## config.mk

```make
export PLATFORM = sky130hd
export DESIGN_NAME = levenshtein_distance
export DESIGN_NICKNAME = d
export VERILOG_FILES = /design/src/design/lvd_pkg.sv /design/src/design/levenshtein_distance.sv /design/src/design/lvd_cell.sv
export SDC_FILE = /design/constraint.sdc
export NUM_CORES = 1
export LEC_CHECK = 0
export ABC_AREA = 1
export BUFFER_PORTS_ARGS = -buffer_cell sky130_fd_sc_hd__buf_2
export CAP_MARGIN = 20
export CORE_MARGIN = 1
export CORE_UTILIZATION = 55
export CTS_BUF_LIST = sky130_fd_sc_hd__clkbuf_16
export DETAILED_ROUTE_END_ITERATION = 12
export PLACE_DENSITY = 0.72
export SLEW_MARGIN = 20
export SYNTH_ARGS = -nofsm -noshare
export SYNTH_HDL_FRONTEND = slang
export SYNTH_SLANG_ARGS = --single-unit
```

## constraint.sdc

```tcl
create_clock -name clk -period 6.4 [get_ports clk]
set_clock_uncertainty 0.05 [all_clocks]
set_input_delay 0.64 -clock clk [delete_from_list [all_inputs] [get_ports clk]]
set_output_delay 0.64 -clock clk [all_outputs]
set_load 0.03 [all_outputs]
```

## src/design/lvd_pkg.sv

```systemverilog
// shared constants, types and state codes for the edit distance block
package lvd_pkg;

    localparam int MAX_QUERY_LEN  = 8;
    localparam int MAX_TARGET_LEN = 255;

    // widths of the row entries, query length and row index
    localparam int CHAR_W  = 8;
    localparam int DIST_W  = 8;
    localparam int QLEN_W  = 4;
    localparam int QUERY_W = MAX_QUERY_LEN * CHAR_W;
    localparam int ROW_IDX_W = $clog2(MAX_QUERY_LEN + 1);

    // configuration register indexes
    localparam int CFG_IDX_W = 1;
    localparam logic [CFG_IDX_W-1:0] REG_QUERY_CHARS  = 1'b0;
    localparam logic [CFG_IDX_W-1:0] REG_QUERY_LENGTH = 1'b1;

    localparam logic [DIST_W-1:0] DIST_SAT      = {DIST_W{1'b1}};
    localparam logic [DIST_W-1:0] TARGET_LIMIT  = DIST_W'(MAX_TARGET_LEN);

    // data handed from one cell to the next
    typedef struct packed {
        logic              valid;
        logic [CHAR_W-1:0] ch;
        logic [DIST_W-1:0] cur;
        logic [DIST_W-1:0] diag;
    } lvd_link_t;

    typedef enum logic [1:0] {
        ST_IDLE,
        ST_RUN,
        ST_FINISH
    } lvd_state_t;

endpackage

```

## src/design/levenshtein_distance.sv

```systemverilog
// top level: query registers, row count, cell chain and result register
//
// Edit distance between a query of up to eight bytes, written through the
// configuration port, and a target string streamed one byte per transfer.
// Slave side: s_tdata carries the target byte, s_tuser says the byte is real
// (0 for an empty end marker), s_tlast ends the target. One result transfer
// leaves on the master side for each input with s_tlast set.
// A real byte, while the row count is below 255, launches a wave down a
// chain of eight column cells, one cell per cycle; the block takes the next
// transfer once the wave has left the last cell. A transfer that launches
// no wave goes from idle straight to the finish state. A result is loaded
// into the result register in the finish state of its closing transfer,
// once the result register is free.
// The result register holds until taken; the block keeps accepting input
// meanwhile and only waits, before forming the next result, while the
// receiver has not yet taken the previous one.
// Reset clears the row to its initial values, the count, the overflow mark,
// the query registers and the result register.
module levenshtein_distance
    import lvd_pkg::*;
(
    input  logic                 clk,
    input  logic                 rst_n,
    // configuration write port
    input  logic                 cfg_we,
    input  logic [CFG_IDX_W-1:0] cfg_index,
    input  logic [QUERY_W-1:0]   cfg_data,
    // input stream
    input  logic                 s_tvalid,
    output logic                 s_tready,
    input  logic [7:0]           s_tdata,   // [7:0] target_char
    input  logic [0:0]           s_tuser,   // [0] char_present
    input  logic                 s_tlast,   // last_char
    // result stream
    output logic                 m_tvalid,
    input  logic                 m_tready,
    output logic [7:0]           m_tdata,   // [7:0] distance
    output logic [1:0]           m_tuser    // [0] close_match, [1] too_long
);

    logic [QUERY_W-1:0] query_chars_reg;
    logic [QLEN_W-1:0]  query_length_reg;
    lvd_state_t         state_reg;
    lvd_state_t         state_next;
    logic               last_pend_reg;
    logic [DIST_W-1:0]  rows_done_reg;
    logic               overflow_reg;
    lvd_link_t          launch_reg;
    logic               m_valid_reg;
    logic [DIST_W-1:0]  m_dist_reg;
    logic               m_close_reg;
    logic               m_long_reg;

    lvd_link_t          links [0:MAX_QUERY_LEN];
    logic [DIST_W-1:0]  row_vals [0:MAX_QUERY_LEN];

    logic               accept;
    logic               launch;
    logic               wave_done;
    logic               out_free;
    logic               emit;
    logic [ROW_IDX_W-1:0] qlen;
    logic [DIST_W-1:0]  row_pick;

    // configuration registers
    always_ff @(posedge clk or negedge rst_n)
    begin
        if (!rst_n)
        begin
            query_chars_reg  <= '0;
            query_length_reg <= '0;
        end
        else if (cfg_we)
        begin
            case (cfg_index)
                REG_QUERY_CHARS:  query_chars_reg  <= cfg_data;
                REG_QUERY_LENGTH: query_length_reg <= cfg_data[QLEN_W-1:0];
                default:          query_chars_reg  <= query_chars_reg;
            endcase
        end
    end

    // handshake and control decode
    assign accept    = s_tvalid && s_tready;
    assign launch    = accept && s_tuser[0] && (rows_done_reg < TARGET_LIMIT);
    assign wave_done = links[MAX_QUERY_LEN].valid;
    assign out_free  = !m_valid_reg || m_tready;

    // sequencer: launch, wait for the wave, then finish the item
    always_comb
    begin
        state_next = state_reg;
        s_tready   = 1'b0;
        emit       = 1'b0;
        case (state_reg)
            ST_IDLE:
            begin
                s_tready = 1'b1;
                if (accept)
                begin
                    state_next = launch ? ST_RUN : ST_FINISH;
                end
            end
            ST_RUN:
            begin
                if (wave_done)
                begin
                    state_next = ST_FINISH;
                end
            end
            ST_FINISH:
            begin
                if (!last_pend_reg)
                begin
                    state_next = ST_IDLE;
                end
                else if (out_free)
                begin
                    emit       = 1'b1;
                    state_next = ST_IDLE;
                end
            end
            default:
            begin
                state_next = ST_IDLE;
            end
        endcase
    end

    always_ff @(posedge clk or negedge rst_n)
    begin
        if (!rst_n)
        begin
            state_reg <= ST_IDLE;
        end
        else
        begin
            state_reg <= state_next;
        end
    end

    // row count, overflow mark and pending end flag
    always_ff @(posedge clk or negedge rst_n)
    begin
        if (!rst_n)
        begin
            rows_done_reg <= '0;
            overflow_reg  <= 1'b0;
            last_pend_reg <= 1'b0;
        end
        else
        begin
            if (accept)
            begin
                last_pend_reg <= s_tlast;
            end
            if (emit)
            begin
                rows_done_reg <= '0;
                overflow_reg  <= 1'b0;
            end
            else if (launch)
            begin
                rows_done_reg <= rows_done_reg + {{(DIST_W-1){1'b0}}, 1'b1};
            end
            else if (accept && s_tuser[0])
            begin
                overflow_reg <= 1'b1;
            end
        end
    end

    // wave launch into the first cell
    always_ff @(posedge clk or negedge rst_n)
    begin
        if (!rst_n)
        begin
            launch_reg <= '0;
        end
        else
        begin
            launch_reg.valid <= launch;
            if (launch)
            begin
                launch_reg.ch   <= s_tdata;
                launch_reg.cur  <= rows_done_reg + {{(DIST_W-1){1'b0}}, 1'b1};
                launch_reg.diag <= rows_done_reg;
            end
        end
    end

    assign links[0]    = launch_reg;
    assign row_vals[0] = rows_done_reg;

    // chain of column cells
    for (genvar j = 1; j <= MAX_QUERY_LEN; j++)
    begin : g_cell
        lvd_cell u_cell
        (
            .clk        (clk),
            .rst_n      (rst_n),
            .link_in    (links[j-1]),
            .query_char (query_chars_reg[CHAR_W*(j-1) +: CHAR_W]),
            .init_value (DIST_W'(j)),
            .clear      (emit),
            .link_out   (links[j]),
            .value      (row_vals[j])
        );
    end

    // result column select
    always_comb
    begin
        if (query_length_reg > QLEN_W'(MAX_QUERY_LEN))
        begin
            qlen = ROW_IDX_W'(MAX_QUERY_LEN);
        end
        else
        begin
            qlen = query_length_reg[ROW_IDX_W-1:0];
        end
        row_pick = row_vals[qlen];
    end

    // result register
    always_ff @(posedge clk or negedge rst_n)
    begin
        if (!rst_n)
        begin
            m_valid_reg <= 1'b0;
            m_dist_reg  <= '0;
            m_close_reg <= 1'b0;
            m_long_reg  <= 1'b0;
        end
        else if (emit)
        begin
            m_valid_reg <= 1'b1;
            if (overflow_reg)
            begin
                m_dist_reg  <= DIST_SAT;
                m_close_reg <= 1'b0;
                m_long_reg  <= 1'b1;
            end
            else
            begin
                m_dist_reg  <= row_pick;
                m_close_reg <= (row_pick <= {{(DIST_W-1){1'b0}}, 1'b1});
                m_long_reg  <= 1'b0;
            end
        end
        else if (m_tready)
        begin
            m_valid_reg <= 1'b0;
        end
    end

    assign m_tvalid = m_valid_reg;
    assign m_tdata  = m_dist_reg;
    assign m_tuser  = {m_long_reg, m_close_reg};

endmodule

```

## src/design/lvd_cell.sv

```systemverilog
// one column of the distance row: holds its entry and passes the wave on
module lvd_cell
    import lvd_pkg::*;
(
    input  logic              clk,
    input  logic              rst_n,
    input  lvd_link_t         link_in,
    input  logic [CHAR_W-1:0] query_char,
    input  logic [DIST_W-1:0] init_value,
    input  logic              clear,
    output lvd_link_t         link_out,
    output logic [DIST_W-1:0] value
);

    logic [DIST_W-1:0] value_reg;
    lvd_link_t         link_reg;
    logic [DIST_W-1:0] min_a;
    logic [DIST_W-1:0] min_b;
    logic [DIST_W:0]   sum;
    logic [DIST_W-1:0] cur_next;

    // match takes the diagonal, otherwise one plus the smallest neighbor, saturating
    always_comb
    begin
        min_a    = (link_in.cur < value_reg) ? link_in.cur : value_reg;
        min_b    = (link_in.diag < min_a) ? link_in.diag : min_a;
        sum      = {1'b0, min_b} + {{DIST_W{1'b0}}, 1'b1};
        if (link_in.ch == query_char)
        begin
            cur_next = link_in.diag;
        end
        else if (sum[DIST_W])
        begin
            cur_next = DIST_SAT;
        end
        else
        begin
            cur_next = sum[DIST_W-1:0];
        end
    end

    // row entry and link register toward the next column
    always_ff @(posedge clk or negedge rst_n)
    begin
        if (!rst_n)
        begin
            value_reg <= init_value;
            link_reg  <= '0;
        end
        else
        begin
            link_reg.valid <= link_in.valid;
            if (link_in.valid)
            begin
                value_reg     <= cur_next;
                link_reg.ch   <= link_in.ch;
                link_reg.cur  <= cur_next;
                link_reg.diag <= value_reg;
            end
            if (clear)
            begin
                value_reg <= init_value;
            end
        end
    end

    assign link_out = link_reg;
    assign value    = value_reg;

endmodule
```

# Word-level counts from Yosys, hierarchy flattened

Index checks and enable logic that the tools add are counted.

$add $sub $neg: 9
Magnitude comparators: 20
Equality and inequality tests: 14
Multiplexer cells: 72
Bitwise logic cells: 2
Reductions and logical operators: 21

Operators by type and width:

| operator                                                        | number |
|---|---|
| two-way mux 8 bit                                               | 53 |
| < comparator 8 bit                                              | 16 |
| adder 8 x 1 -> 9 bit (second input constant)                    | 8 |
| equality test 8 bit                                             | 8 |
| binary-select mux 8 bit (select 4 bit)                          | 1 |
| nonzero test 2 bit                                              | 11 |
| two-way mux 1 bit                                               | 11 |
| two-way mux 2 bit                                               | 5 |
| adder 8 x 1 -> 8 bit (second input constant)                    | 1 |
| less-or-equal comparator 8 x 1 -> 1 bit (second input constant) | 1 |
| < comparator 8 bit (second input constant)                      | 1 |
| one-hot mux 2 bit (3 select lines)                              | 1 |
| AND reduction 2 bit                                             | 3 |
| greater-or-equal comparator 5 bit (second input constant)       | 1 |
| inverter 4 -> 5 bit                                             | 1 |
| > comparator 4 bit (second input constant)                      | 1 |
| two-way mux 4 bit                                               | 1 |
| inequality test 2 x 1 -> 1 bit (second input constant)          | 2 |
| logical AND 1 bit                                               | 3 |
| inequality test 3 bit (second input constant)                   | 1 |
| AND reduction 3 bit                                             | 1 |
| equality test 2 x 1 -> 1 bit (second input constant)            | 1 |
| equality test 2 bit (second input constant)                     | 1 |
| logical NOT 2 bit                                               | 1 |
| other kinds (4)                                                 | 4 |

Register bits: 356
Input bits: 80
Output and inout bits: 12
Logic and storage cells: 189

# Logic depth before layout (Yosys ltp)

Gate-level depths: netlist (run 1).

Word-level depth: 9
Gate-level depth with buffers: 32

# Worst setup path after synthesis (run 1)

Ideal clock, no wire load.

Path type: flip-flop to flip-flop
Start point: reg g_cell[6].u_cell.value_reg[1]
End point: reg g_cell[6].u_cell.value_reg[7]
Arrival time: 3.923 ns
Path slack: 2.289 ns
Stages on the path, launching flop included: 27
Path buffers: 1
Clock period less this slack: 4.111 ns
Path through: dfstp_2 -> inv_1 -> ha_1 -> nand2_1 -> nand2_1 -> nand2_1 -> nand2_1 -> nand2_1 -> nand2_2 -> clkbuf_1 -> nand2_1 -> o21ai_0 -> inv_1 -> ha_1 -> a21oi_1 -> nor2_1 -> a211oi_1 -> nand2_4 -> o21ai_0 -> inv_1 -> ha_1 -> nand2_1 -> nor2_1 -> a21oi_2 -> nand3_1 -> nand2_1 -> a21oi_1

Cells in the longest elaborated chain, start to end: 9

Ends and longest elaborated chain:

| what                     | line           | text |
|---|---|---|
| start: declaration       | lvd_cell.sv:15 | `logic [DIST_W-1:0] value_reg;` |
| start signal: assignment | lvd_cell.sv:47 | `value_reg <= init_value;` |
| start signal: assignment | lvd_cell.sv:55 | `value_reg <= cur_next;` |
| start signal: assignment | lvd_cell.sv:62 | `value_reg <= init_value;` |
| < comparator 8 bit       | lvd_cell.sv:25 | `min_a = (link_in.cur < value_reg) ? link_in.cur : value_reg;` |
| two-way mux 8 bit (*)    | lvd_cell.sv:25 |  |
| < comparator 8 bit       | lvd_cell.sv:26 | `min_b = (link_in.diag < min_a) ? link_in.diag : min_a;` |
| two-way mux 8 bit (*)    | lvd_cell.sv:26 |  |
| adder 8 x 1 -> 9 bit (*) | lvd_cell.sv:27 | `sum = {1'b0, min_b} + {{DIST_W{1'b0}}, 1'b1};` |
| two-way mux 8 bit (*)    | lvd_cell.sv:32 | `else if (sum[DIST_W])` |
| two-way mux 8 bit (*)    | lvd_cell.sv:28 | `if (link_in.ch == query_char)` |
| two-way mux 8 bit (*)    | lvd_cell.sv:53 | `if (link_in.valid)` |
| two-way mux 8 bit (*)    | lvd_cell.sv:60 | `if (clear)` |

Every way passes the cells marked *; elsewhere a longest branch is shown, timed or not. The select of a mux whose other input is x is not followed.
A chain may end at the register's enable or synchronous reset.

# Final worst setup path (run 1)

Start point: reg g_cell[6].u_cell.value_reg[2]
End point: reg g_cell[6].u_cell.link_reg (netlist bit g_cell[6].u_cell.link_out[10])

Cells in the longest elaborated chain, start to end: 7

Ends and longest elaborated chain:

| what                     | line           | text |
|---|---|---|
| < comparator 8 bit       | lvd_cell.sv:25 |  |
| two-way mux 8 bit (*)    | lvd_cell.sv:25 |  |
| < comparator 8 bit       | lvd_cell.sv:26 |  |
| two-way mux 8 bit (*)    | lvd_cell.sv:26 |  |
| adder 8 x 1 -> 9 bit (*) | lvd_cell.sv:27 |  |
| two-way mux 8 bit (*)    | lvd_cell.sv:32 |  |
| two-way mux 8 bit (*)    | lvd_cell.sv:28 |  |
| end: declaration         | lvd_cell.sv:16 | `lvd_link_t link_reg;` |

Every way passes the cells marked *; elsewhere a longest branch is shown, timed or not.

==> results of run 1 <==
[critical path, cell delays in order, from the launching register on]
cell	delay (ns)
dfstp_2	0.53
inv_1	0.08
ha_1	0.30
nand2_1	0.07
inv_1	0.04
nand2_1	0.05
nand2_1	0.05
nand2_1	0.09
nand2_2	0.15
o21ai_0	0.32
inv_1	0.08
ha_1	0.30
a21oi_1	0.13
nor2_1	0.05
a211oi_1	0.84
nand2_4	0.16
o21ai_0	0.32
inv_1	0.11
ha_1	0.23
nand2_1	0.08
nor2_1	0.06
nand2_1	0.06
nand2_1	0.09
o21bai_1	0.23
o21ai_0	0.12
[synthesized netlist by cell type (3+ instances only)]
| cell | n |
|---|---|
| o21a_1 | 7 |
| buf_6 | 4 |
| nand4_1 | 12 |
| a221oi_1 | 8 |
| nor2_4 | 4 |
| or2_2 | 12 |
| a211oi_2 | 5 |
| a21oi_2 | 11 |
| o21bai_1 | 21 |
| inv_2 | 13 |
| nor2_1 | 115 |
| clkbuf_1 | 74 |
| nor3_1 | 3 |
| o211ai_1 | 24 |
| xor2_1 | 59 |
| o21ai_0 | 326 |
| dfstp_2 | 13 |
| nand2_2 | 51 |
| ha_1 | 121 |
| o21bai_2 | 3 |
| nor4_1 | 7 |
| nand3_2 | 4 |
| o21ai_2 | 10 |
| o22ai_1 | 5 |
| nand2_4 | 13 |
| a21oi_1 | 115 |
| o21ai_1 | 14 |
| mux2_2 | 39 |
| inv_1 | 362 |
| dfrtp_1 | 343 |
| nor2_2 | 6 |
| nand3b_1 | 7 |
| nand3_1 | 127 |
| nand2_1 | 805 |
[cell type report]
type | instances | area, um^2 | area share [%]
tap | 511 | 639 | 2.74
clock inverter | 30 | 195 | 0.836
sequential | 356 | 8920 | 38.2
clock buffer | 41 | 1030 | 4.39
timing repair buffer | 101 | 553 | 2.37
multi-input combinational | 1948 | 10600 | 45.4
inverter | 378 | 1420 | 6.08
[through the flow]
stage                     hold WS, ns  utilization [%]  area [um^2]
after floorplan                 0.294                -        21300
after global placement          0.358             58.5        22100
after detailed placement        0.349             58.5        22100
after CTS                      0.0508             61.7        23400
after global routing           0.0747             61.7        23400
final                          0.0334             61.7        23400
[metal layers]
layer  vias up  GRT usage (%)
met3       105           4.29
met4         0           11.3
li1       9024              -
met1      8891           38.5
met2       418           51.5
met5         -              0
[cells by family (layout without fill, tap and decap cells)]
group                      count (synthesis)  in the layout
DFF                                      356            356
muxes                                     39             39
xor gates and xnor gates                  59             59
buffers and inverters                    459            550
and+or+nand+nor                         1169           1169
adders and majority gates                121            121
AOI/OAI and AO/OA                        560            560
[how the worst max path moves through the flow]
stage                                                     end
finish              g_cell[6].u_cell.link_out[10]$_DFFE_PN0P_
global route         g_cell[6].u_cell.link_out[8]$_DFFE_PN0P_
CTS                     g_cell[6].u_cell.value[7]$_DFFE_PN0P_
detailed placement      g_cell[6].u_cell.value[7]$_DFFE_PN0P_
global placement        g_cell[6].u_cell.value[7]$_DFFE_PN0P_
floorplan               g_cell[6].u_cell.value[7]$_DFFE_PN0P_
==> impl_metrics.env, run 1 <==
export IMPL_status="finished, final reports clean"
export IMPL_final_nets=3026
export IMPL_synth_compound_area_share_pct=14.8
export IMPL_worst_r2r_endpoint="g_cell[6].u_cell.link_out[10]$_DFFE_PN0P_"
export IMPL_synth_top_cell_by_area="dfrtp_1"
export IMPL_grt_pass1_wl_mm=93.4
export IMPL_wl_met2_mm=27.7
export IMPL_cts_resized=0
export IMPL_final_cell_mix="nand2_1, inv_1, dfrtp_1"
export IMPL_final_setup_viol_count=0
export IMPL_crit_start="g_cell[6].u_cell.value[2]$_DFFE_PN1P_"
export IMPL_synthTopCellsByArea="dfrtp_1, nand2_1, o21ai_0"
export IMPL_max_freq_ghz=0.212
export IMPL_regToRegStartpoint="g_cell[6].u_cell.value[2]$_DFFE_PN1P_"
export IMPL_antenna_cells=0
export IMPL_ctsHoldBuffers=0
export IMPL_die_h_um=199
export IMPL_cts_buffers=40
export IMPL_min_period_over_period_pct=73.7
export IMPL_drive_above_1_share_pct=12.2
export IMPL_critPathKind="flip-flop to flip-flop"
export IMPL_rsz0062_at_grt="no"
export IMPL_largest_register_ff_count=176
export IMPL_worstPathMaxFanout=15
export IMPL_port_buffers=91
export IMPL_syn_nets=2964
export IMPL_maxCapViolCount=0
export IMPL_wirelength_mm=57.4
export IMPL_antenna_found_initial=0
export IMPL_muxShareOfSynthArea_pct=2.07
export IMPL_reg2regPathDepth=24
export IMPL_end_kind="flip-flop"
export IMPL_ctsLongestPathBuffers=3
export IMPL_via_per_inst=5.48
export IMPL_grt_usage_pct=30.1
export IMPL_syn_cell_area_um2=21300
export IMPL_dieArea_um2=39500
export IMPL_nFillCells=3459
export IMPL_yosysUniqueCellTypes=48
export IMPL_place_gp_congestion=0.938
export IMPL_drt_iter0_drc=1172
export IMPL_grt_max_degree=140
export IMPL_gr_total_overflow=0
export IMPL_wire_per_inst_um=17.1
export IMPL_fp_row_count=71
export IMPL_root_buffer="clkbuf_16"
export IMPL_post_cts_buffers=0
export IMPL_synth_top_family_by_area="simple AND/OR/NAND/NOR gates"
export IMPL_ant_nets=0
export IMPL_ys_seq_area_share_pct=42.0
export IMPL_yosys_register_bits=356
export IMPL_async_flop_share_pct=100
export IMPL_firstDrtPassIters=5
export IMPL_drt_met1_wl_mm=25.3
export IMPL_dp_hpwl_mm=43.2
export IMPL_slew_viol_final=0
export IMPL_cts_tree="built"
export IMPL_setup_ws_ns=1.68
export IMPL_hold_path_class="input pin to async pin"
export IMPL_crit_required_ns=6.78
export IMPL_synth_xor_area_share_pct=2.43
export IMPL_htreeDepth=2
export IMPL_syn_avg_cell_area_um2=7.70
export IMPL_drc=0
export IMPL_synth_edff_count=0
export IMPL_synth_top_area_share_pct=40.4
export IMPL_num_vias=18400
export IMPL_die_x_um=199
export IMPL_cts_sinks=356
export IMPL_highest_layer="met4"
export IMPL_worst_pin_slew_ns=1.08
export IMPL_grt_pass1_vias=18200
export IMPL_hold_viol_final=0
export IMPL_cp_arrival_ns=5.10
export IMPL_fp_coreArea_um2=37800
export IMPL_yosysWarnings=0
export IMPL_reg2reg_slack_ns=1.68
export IMPL_slew_headroom_pct=27.5
export IMPL_start_util_pct=56.2
export IMPL_clkSlewWorstSetupHoldPaths_ns=0.06
export IMPL_synthSimpleGateAreaFrac_pct=23.3
export IMPL_stdcell_count=3365
export IMPL_areaGrowthSynthToFinish_pct=9.84
export IMPL_ys_flop_type="dfrtp_1"
export IMPL_fin_crit_ns=4.72
export IMPL_worst_setup_path_start_kind="flip-flop"
export IMPL_wl_met3_mm=2.48
export IMPL_setup_tns_ns=0
export IMPL_pre_cts_ws_ns=1.81
export IMPL_ios=92
export IMPL_layout_commonest_cell="nand2_1"
export IMPL_clock_latency_ns=0.56
export IMPL_placed_cells=3294
export IMPL_syn_inst=2763
export IMPL_synthAdderAreaFrac_pct=7.12
Power of run 1 is left out: the tool's default activity adds up to more than one toggle a clock period on the data nets, which glitch-free logic cannot reach.
==> run 2: changes to the inputs <==
Settings changed: ABC_AREA 1 to 0.
Clock period 6.4 ns to 4.86 ns, I/O delays scaled along.
==> run 2 against run 1 <==
Net effect:
- the run now ends with setup timing left
- worst hold slack gained 0.036 ns
- core utilization rose by 9.0 points
- die area grew 3.5%
- area after synthesis rose by 3.5%
- largest cell class unchanged
- highest routed layer is now met5
==> impl_metrics.env, run 2 <==
export IMPL_status="complete, but fails checks"
export IMPL_violations="setup timing"
export IMPL_root_buffer="clkbuf_16"
export IMPL_worst_setup_path_start_kind="flip-flop"
export IMPL_min_period_over_period_pct=102
export IMPL_firstDrtPassIters=6
export IMPL_start_util_pct=56.3
export IMPL_antenna_cells=0
export IMPL_max_freq_ghz=0.202
export IMPL_syn_nets=2472
export IMPL_layout_commonest_cell="dfrtp_1"
export IMPL_syn_inst=2271
export IMPL_grt_usage_pct=32.4
export IMPL_ys_seq_area_share_pct=40.5
export IMPL_die_x_um=202
export IMPL_yosysMostFrequentCell="dfrtp_1"
export IMPL_hold_ws_ns=0.0692
export IMPL_yosysWarnings=0
export IMPL_synth_top_area_share_pct=39.0
export IMPL_htreeDepth=2
export IMPL_ant_nets=0
export IMPL_syn_cell_area_um2=22000
export IMPL_synth_common_cells="dfrtp_1, nand2_1, mux2_2"
export IMPL_cts_sinks=356
export IMPL_fp_row_count=72
export IMPL_place_area_um2=24800
export IMPL_drc=0
export IMPL_antenna_found_initial=3
export IMPL_slew_viol_final=0
export IMPL_worstHoldPathCells=3
export IMPL_drive_above_1_share_pct=32.1
export IMPL_place_gp_congestion=0.979
export IMPL_yosys_register_bits=356
export IMPL_leakage_uw=0.0124
export IMPL_ys_flop_type="dfrtp_1"
export IMPL_gr_total_overflow=0
export IMPL_synth_edff_count=0
export IMPL_final_cell_mix="dfrtp_1, buf_4, nand2_1"
export IMPL_yosysUniqueCellTypes=81
export IMPL_synthTopCellsByArea="dfrtp_1, mux2_2, ha_1"
export IMPL_clkSlewWorstSetupHoldPaths_ns=0.06
export IMPL_grt_pass1_vias=19000
export IMPL_dp_hpwl_mm=48.6
export IMPL_critPathKind="flip-flop to flip-flop"
export IMPL_multi_input_area_um2=13400
export IMPL_rsz0062_at_grt="yes"
export IMPL_reg2regPathDepth=25
export IMPL_async_flop_share_pct=100
export IMPL_ctsLongestPathBuffers=3
export IMPL_worst_pin_slew_ns=1.10
export IMPL_final_area_um2=27700
export IMPL_regToRegStartpoint="g_cell[4].u_cell.value[4]$_DFFE_PN0P_"
export IMPL_largest_register_ff_count=176
export IMPL_setup_ws_ns=-0.0809
export IMPL_hold_viol_final=0
export IMPL_wirelength_mm=67.7
export IMPL_syn_avg_cell_area_um2=9.70
export IMPL_maxCapViolCount=0
export IMPL_num_vias=19500
export IMPL_wire_per_inst_um=21.5
export IMPL_nFillCells=2907
export IMPL_end_kind="flip-flop"
export IMPL_pre_cts_ws_ns=-0.206
export IMPL_regArea_um2=8920
export IMPL_ios=92
export IMPL_crit_required_ns=5.25
export IMPL_grt_max_degree=141
export IMPL_placed_cells=3027
export IMPL_irDropWorstVdd_v=0.000667
export IMPL_cts_tree="built"
export IMPL_power_density_nw_per_um2=858
export IMPL_final_setup_viol_count=12
export IMPL_slew_headroom_pct=26.3
export IMPL_cts_buffers=40
export IMPL_worstPathMaxFanout=7
export IMPL_die_h_um=202
export IMPL_stdcell_count=3153
export IMPL_final_nets=2805
export IMPL_min_from="s_tdata[4]"
export IMPL_cp_arrival_ns=5.33
export IMPL_hold_path_class="input pin to flip-flop"
export IMPL_grt_pass1_wl_mm=105
export IMPL_crit_start="g_cell[4].u_cell.value[4]$_DFFE_PN0P_"
export IMPL_areaGrowthSynthToFinish_pct=25.6
export IMPL_port_buffers=91
export IMPL_fp_coreArea_um2=39100
export IMPL_via_per_inst=6.17
export IMPL_drt_iter0_drc=1808
export IMPL_synth_top_cell_by_area="dfrtp_1"
export IMPL_fin_crit_ns=4.94
export IMPL_dieArea_um2=40800
export IMPL_clock_latency_ns=0.56
export IMPL_finish_utilization_pct=70.7
run 2: cell count changes after synthesis, sizes merged, moves of 40 or more:
cell,before,now
inv,376,141
nand2,869,224
xnor2,0,40
nand3,131,70
mux2,39,184
o21ai,350,146
mux2i,0,67
run 2: cell families after synthesis:
logic type	share of synthesized area [%]
mux	14.1
flops	40.5
simple gates	12.9
xor+xnor	5.05
fa+ha+maj	6.88
buf+inv	4.37
compound gates	16.1
run 2: critical path: stages, from the launching register on:
cell,delay [ns]
dfrtp_1,0.40
inv_2,0.09
ha_4,0.19
and4_1,0.20
a221o_1,0.40
nor2_4,0.27
buf_6,0.16
nor2_4,0.03
a21oi_2,0.10
ha_1,0.25
a211o_1,0.33
a211oi_4,0.31
o2111ai_2,0.18
and3_4,0.25
mux2i_4,0.18
inv_2,0.06
ha_4,0.17
nand3_4,0.09
nor2_4,0.05
nand3_2,0.06
a31oi_1,0.04
a311o_2,0.39
buf_4,0.16
o221a_4,0.22
a21oi_2,0.11
nor2_1,0.05
run 2: where the power goes:
| group | total (uW) | internal (uW) | switching, uW |
|---|---|---|---|
| sequential | 5280 | 4000 | 1280 |
| combinational | 15400 | 7360 | 8040 |
| clock | 3040 | 1790 | 1240 |
| total | 23700 | 13200 | 10600 |
run 2: stage by stage:
step	setup TNS [ns]	total power, uW
finish	-0.505	23700
global route	-7.30	25300
CTS	0	21200
detailed placement	-1.76	17800
global placement	-0.261	17500
floorplan	-0.0257	13400
run 2: path summary, 6_finish.rpt:
path	to	slack (ns)
max reg2reg	g_cell[4].u_cell.value[1]$_DFFE_PN0P_	-0.08
max in group asynchronous	query_chars_reg[62]$_DFFE_PN0P_	3.10
min	launch_reg[20]$_DFFE_PN0P_	0.07
min in group asynchronous	g_cell[8].u_cell.value[6]$_DFFE_PN0P_	0.37
max	g_cell[4].u_cell.value[1]$_DFFE_PN0P_	-0.08
min reg2reg	m_tdata[7]$_DFFE_PN0P_	0.41
run 2: layout make-up:
type | instances | area share [%]
clock buffers | 41 | 3.71
clock inverters | 32 | 0.991
inverters | 146 | 2.00
multi-input cells | 1669 | 48.4
flip-flops and latches | 356 | 32.3
well taps | 518 | 2.34
repair buffers | 391 | 10.3
run 2: metal layers:
metal	up-vias	part of all wire, %	GRT usage (%)
met1	9594	43	45.0
met5	-	0.068	0
met2	799	48	52.6
met4	8	3.1	9.75
met3	164	6.5	4.74
li1	8904	-	-
run 2: timing repair:
action	CTS	global route
endpoints found under the setup margin	44	118
gates cloned	0	4
endpoints found under the hold margin	35	0
hold buffers	1	0
pin swaps	5	78
resized for setup	26	222
setup buffers	4	47
Power figures use the tool's default switching activity.
==> run 3: changes to the inputs <==
Settings changed: CORE_MARGIN 1 to 4.
==> run 3 against run 2 <==
Net effect:
- the flow now finishes without violations
- critical path depth shrank 1
- register-to-register slack gained 0.10 ns
- clock power shrank 5%
- count of clock-buffer cells in the layout shrank 1
- flip-flop and latch count is the same
- sequential share of layout area grew 0.71 points
- first-iteration DRC count shrank 13%
- critical path type unchanged
- critical endpoint is now g_cell[4].u_cell.link_out[11]$_DFFE_PN0P_
- largest power group unchanged
==> impl_metrics.env, run 3 (same netlist as run 2, synthesis figures left out) <==
export IMPL_end_kind="flip-flop"
export IMPL_num_vias=19000
export IMPL_via_per_inst=6.08
export IMPL_die_x_um=208
export IMPL_crit_required_ns=5.25
export IMPL_cts_tree="built"
export IMPL_dieArea_um2=43300
export IMPL_reg2reg_slack_ns=0.02
export IMPL_regToRegStartpoint="g_cell[4].u_cell.value[5]$_DFFE_PN0P_"
export IMPL_htreeDepth=2
export IMPL_reg2regPathDepth=24
export IMPL_final_cell_mix="dfrtp_1, buf_4, nand2_1"
export IMPL_rsz0062_at_grt="yes"
export IMPL_power_density_nw_per_um2=852
export IMPL_p_switching_uw=10400
export IMPL_worst_pin_slew_ns=0.970
export IMPL_ios=92
export IMPL_worstPathMaxFanout=6
export IMPL_hold_path_end="launch_reg[20]$_DFFE_PN0P_"
export IMPL_final_area_um2=27100
export IMPL_max_freq_ghz=0.207
export IMPL_cp_arrival_ns=5.22
export IMPL_ant_nets=0
export IMPL_fp_coreArea_um2=39600
export IMPL_cts_buffers=39
export IMPL_min_from="s_tdata[4]"
export IMPL_drive_above_1_share_pct=30.6
export IMPL_leakage_uw=0.0121
export IMPL_nFillCells=3098
export IMPL_die_h_um=208
export IMPL_wire_per_inst_um=21.3
export IMPL_hold_viol_final=0
export IMPL_gr_total_overflow=0
export IMPL_areaGrowthSynthToFinish_pct=22.9
export IMPL_p_seq_share_pct=22.7
export IMPL_place_area_um2=24700
export IMPL_grt_pass1_vias=19300
export IMPL_worst_r2r_endpoint="g_cell[4].u_cell.link_out[11]$_DFFE_PN0P_"
export IMPL_status="finished, final reports clean"
export IMPL_hold_path_class="input pin to flip-flop"
export IMPL_final_setup_viol_count=0
export IMPL_wirelength_mm=66.4
export IMPL_drc=0
export IMPL_netSwitchingFraction_pct=45.2
export IMPL_grt_pass1_wl_mm=105
export IMPL_clock_latency_ns=0.57
export IMPL_min_period_over_period_pct=99.5
export IMPL_worst_setup_path_start_kind="flip-flop"
export IMPL_critPathKind="flip-flop to flip-flop"
export IMPL_setup_ws_ns=0.0228
export IMPL_fp_row_count=73
export IMPL_dp_hpwl_mm=49.1
export IMPL_drt_iter0_drc=1575
export IMPL_port_buffers=91
export IMPL_worstHoldPathCells=3
export IMPL_cts_sinks=356
export IMPL_pre_cts_ws_ns=-0.403
export IMPL_start_util_pct=55.5
export IMPL_comb_power_share_pct=64.7
export IMPL_layout_commonest_cell="dfrtp_1"
export IMPL_clkSlewWorstSetupHoldPaths_ns=0.06
export IMPL_maxCapViolCount=0
export IMPL_root_buffer="clkbuf_16"
export IMPL_pwr_share_clk_pct=12.6
export IMPL_ctsLongestPathBuffers=3
export IMPL_largest_register_ff_count=176
export IMPL_grt_usage_pct=29.8
export IMPL_place_gp_congestion=0.959
export IMPL_irDropWorstVdd_v=0.000804
export IMPL_slew_headroom_pct=35.2
export IMPL_slew_viol_final=0
export IMPL_regArea_um2=8930
export IMPL_grt_max_degree=119
export IMPL_antenna_found_initial=1
export IMPL_firstDrtPassIters=5
export IMPL_final_nets=2766
export IMPL_multi_input_area_um2=13200
export IMPL_power_internal_uw=12600
export IMPL_fin_crit_ns=4.84
==> run 3: final cells by class <==
cell class	instances	area share, %
Clock inverter	31	0.865
Multi-Input combinational cell	1668	48.7
Inverter	146	2.04
Sequential cell	356	33.0
Tap cell	525	2.43
Antenna cell	1	0.00925
Timing Repair Buffer	354	9.30
Clock buffer	40	3.70
==> run 3: worst max path at each step <==
stage	slack (ns)	to	depth (start not counted)	from
2_1_floorplan	-0.02	g_cell[4].u_cell.link_out[11]$_DFFE_PN0P_	26	g_cell[4].u_cell.value[5]$_DFFE_PN0P_
3_3_place_gp	-0.22	g_cell[6].u_cell.link_out[10]$_DFFE_PN0P_	24	g_cell[6].u_cell.value[1]$_DFFE_PN1P_
3_5_place_dp	-0.40	g_cell[6].u_cell.link_out[10]$_DFFE_PN0P_	24	g_cell[6].u_cell.value[1]$_DFFE_PN1P_
4_1_cts	-0.01	g_cell[4].u_cell.value[1]$_DFFE_PN0P_	23	g_cell[3].u_cell.link_out[15]$_DFFE_PN0P_
5_1_grt	-0.18	g_cell[4].u_cell.value[3]$_DFFE_PN0P_	24	g_cell[4].u_cell.value[5]$_DFFE_PN0P_
6_report	0.02	g_cell[4].u_cell.link_out[11]$_DFFE_PN0P_	24	g_cell[4].u_cell.value[5]$_DFFE_PN0P_
==> run 3: power by group through the flow <==
stage               clock network [uW]  logic, uW  registers, uW
floorplan                            0       8420           4950
global placement                     0      12500           5180
detailed placement                   0      12700           5200
CTS                               2930      13000           5170
global route                      3050      16200           5360
finish                            2890      14900           5240
==> run 3: per-layer routing <==
metal / vias to the layer above / routed length [um] / part of all wire (%) / GRT usage [%]
met2: 703 / 31800 / 48 / 49.4
met1: 9332 / 28900 / 43 / 41.8
met4: 0 / 1720 / 2.6 / 8.47
met5: - / 0 / 0 / 0
met3: 124 / 4070 / 6.1 / 3.35
li1: 8807 / - / - / -
==> run 3: stage by stage <==
stage                     hold WS [ns]  util, %  total power (uW)  std cells  setup TNS (ns)
final                           0.0679     68.3             23000       3121               0
after global routing            0.0555     68.3             24600       3120           -2.30
after CTS                       0.0395     65.6             21100       3097         -0.0139
after detailed placement         0.405     62.2             17900       3021           -1.77
after global placement           0.399     62.2             17700       3021          -0.316
after floorplan                  0.140        -             13400       2271         -0.0257
==> run 3: worst max-delay path, stage by stage (launching register included) <==
cell       delay (ns)
dfrtp_1          0.40
inv_2            0.09
ha_4             0.20
and4_4           0.18
a221o_1          0.40
nor2_4           0.18
buf_6            0.15
nor2_2           0.04
a21oi_2          0.10
ha_1             0.24
a211o_1          0.31
a211oi_2         0.31
nand4bb_1        0.17
and3_4           0.23
mux2i_2          0.21
inv_2            0.07
ha_4             0.18
nand3_4          0.09
nor2_4           0.04
nand3_2          0.07
a31oi_2          0.04
a311o_2          0.43
a211o_1          0.29
o211ai_1         0.12
o21ai_1          0.10
==> run 3: timing repair <==
item,4_1_cts,5_1_grt
setup endpoints to repair,26,117
hold buffers,1,0
cloned,0,2
pin swaps,3,72
buffers inserted,4,21
endpoints found under the hold margin,71,0
gates resized for setup,12,187
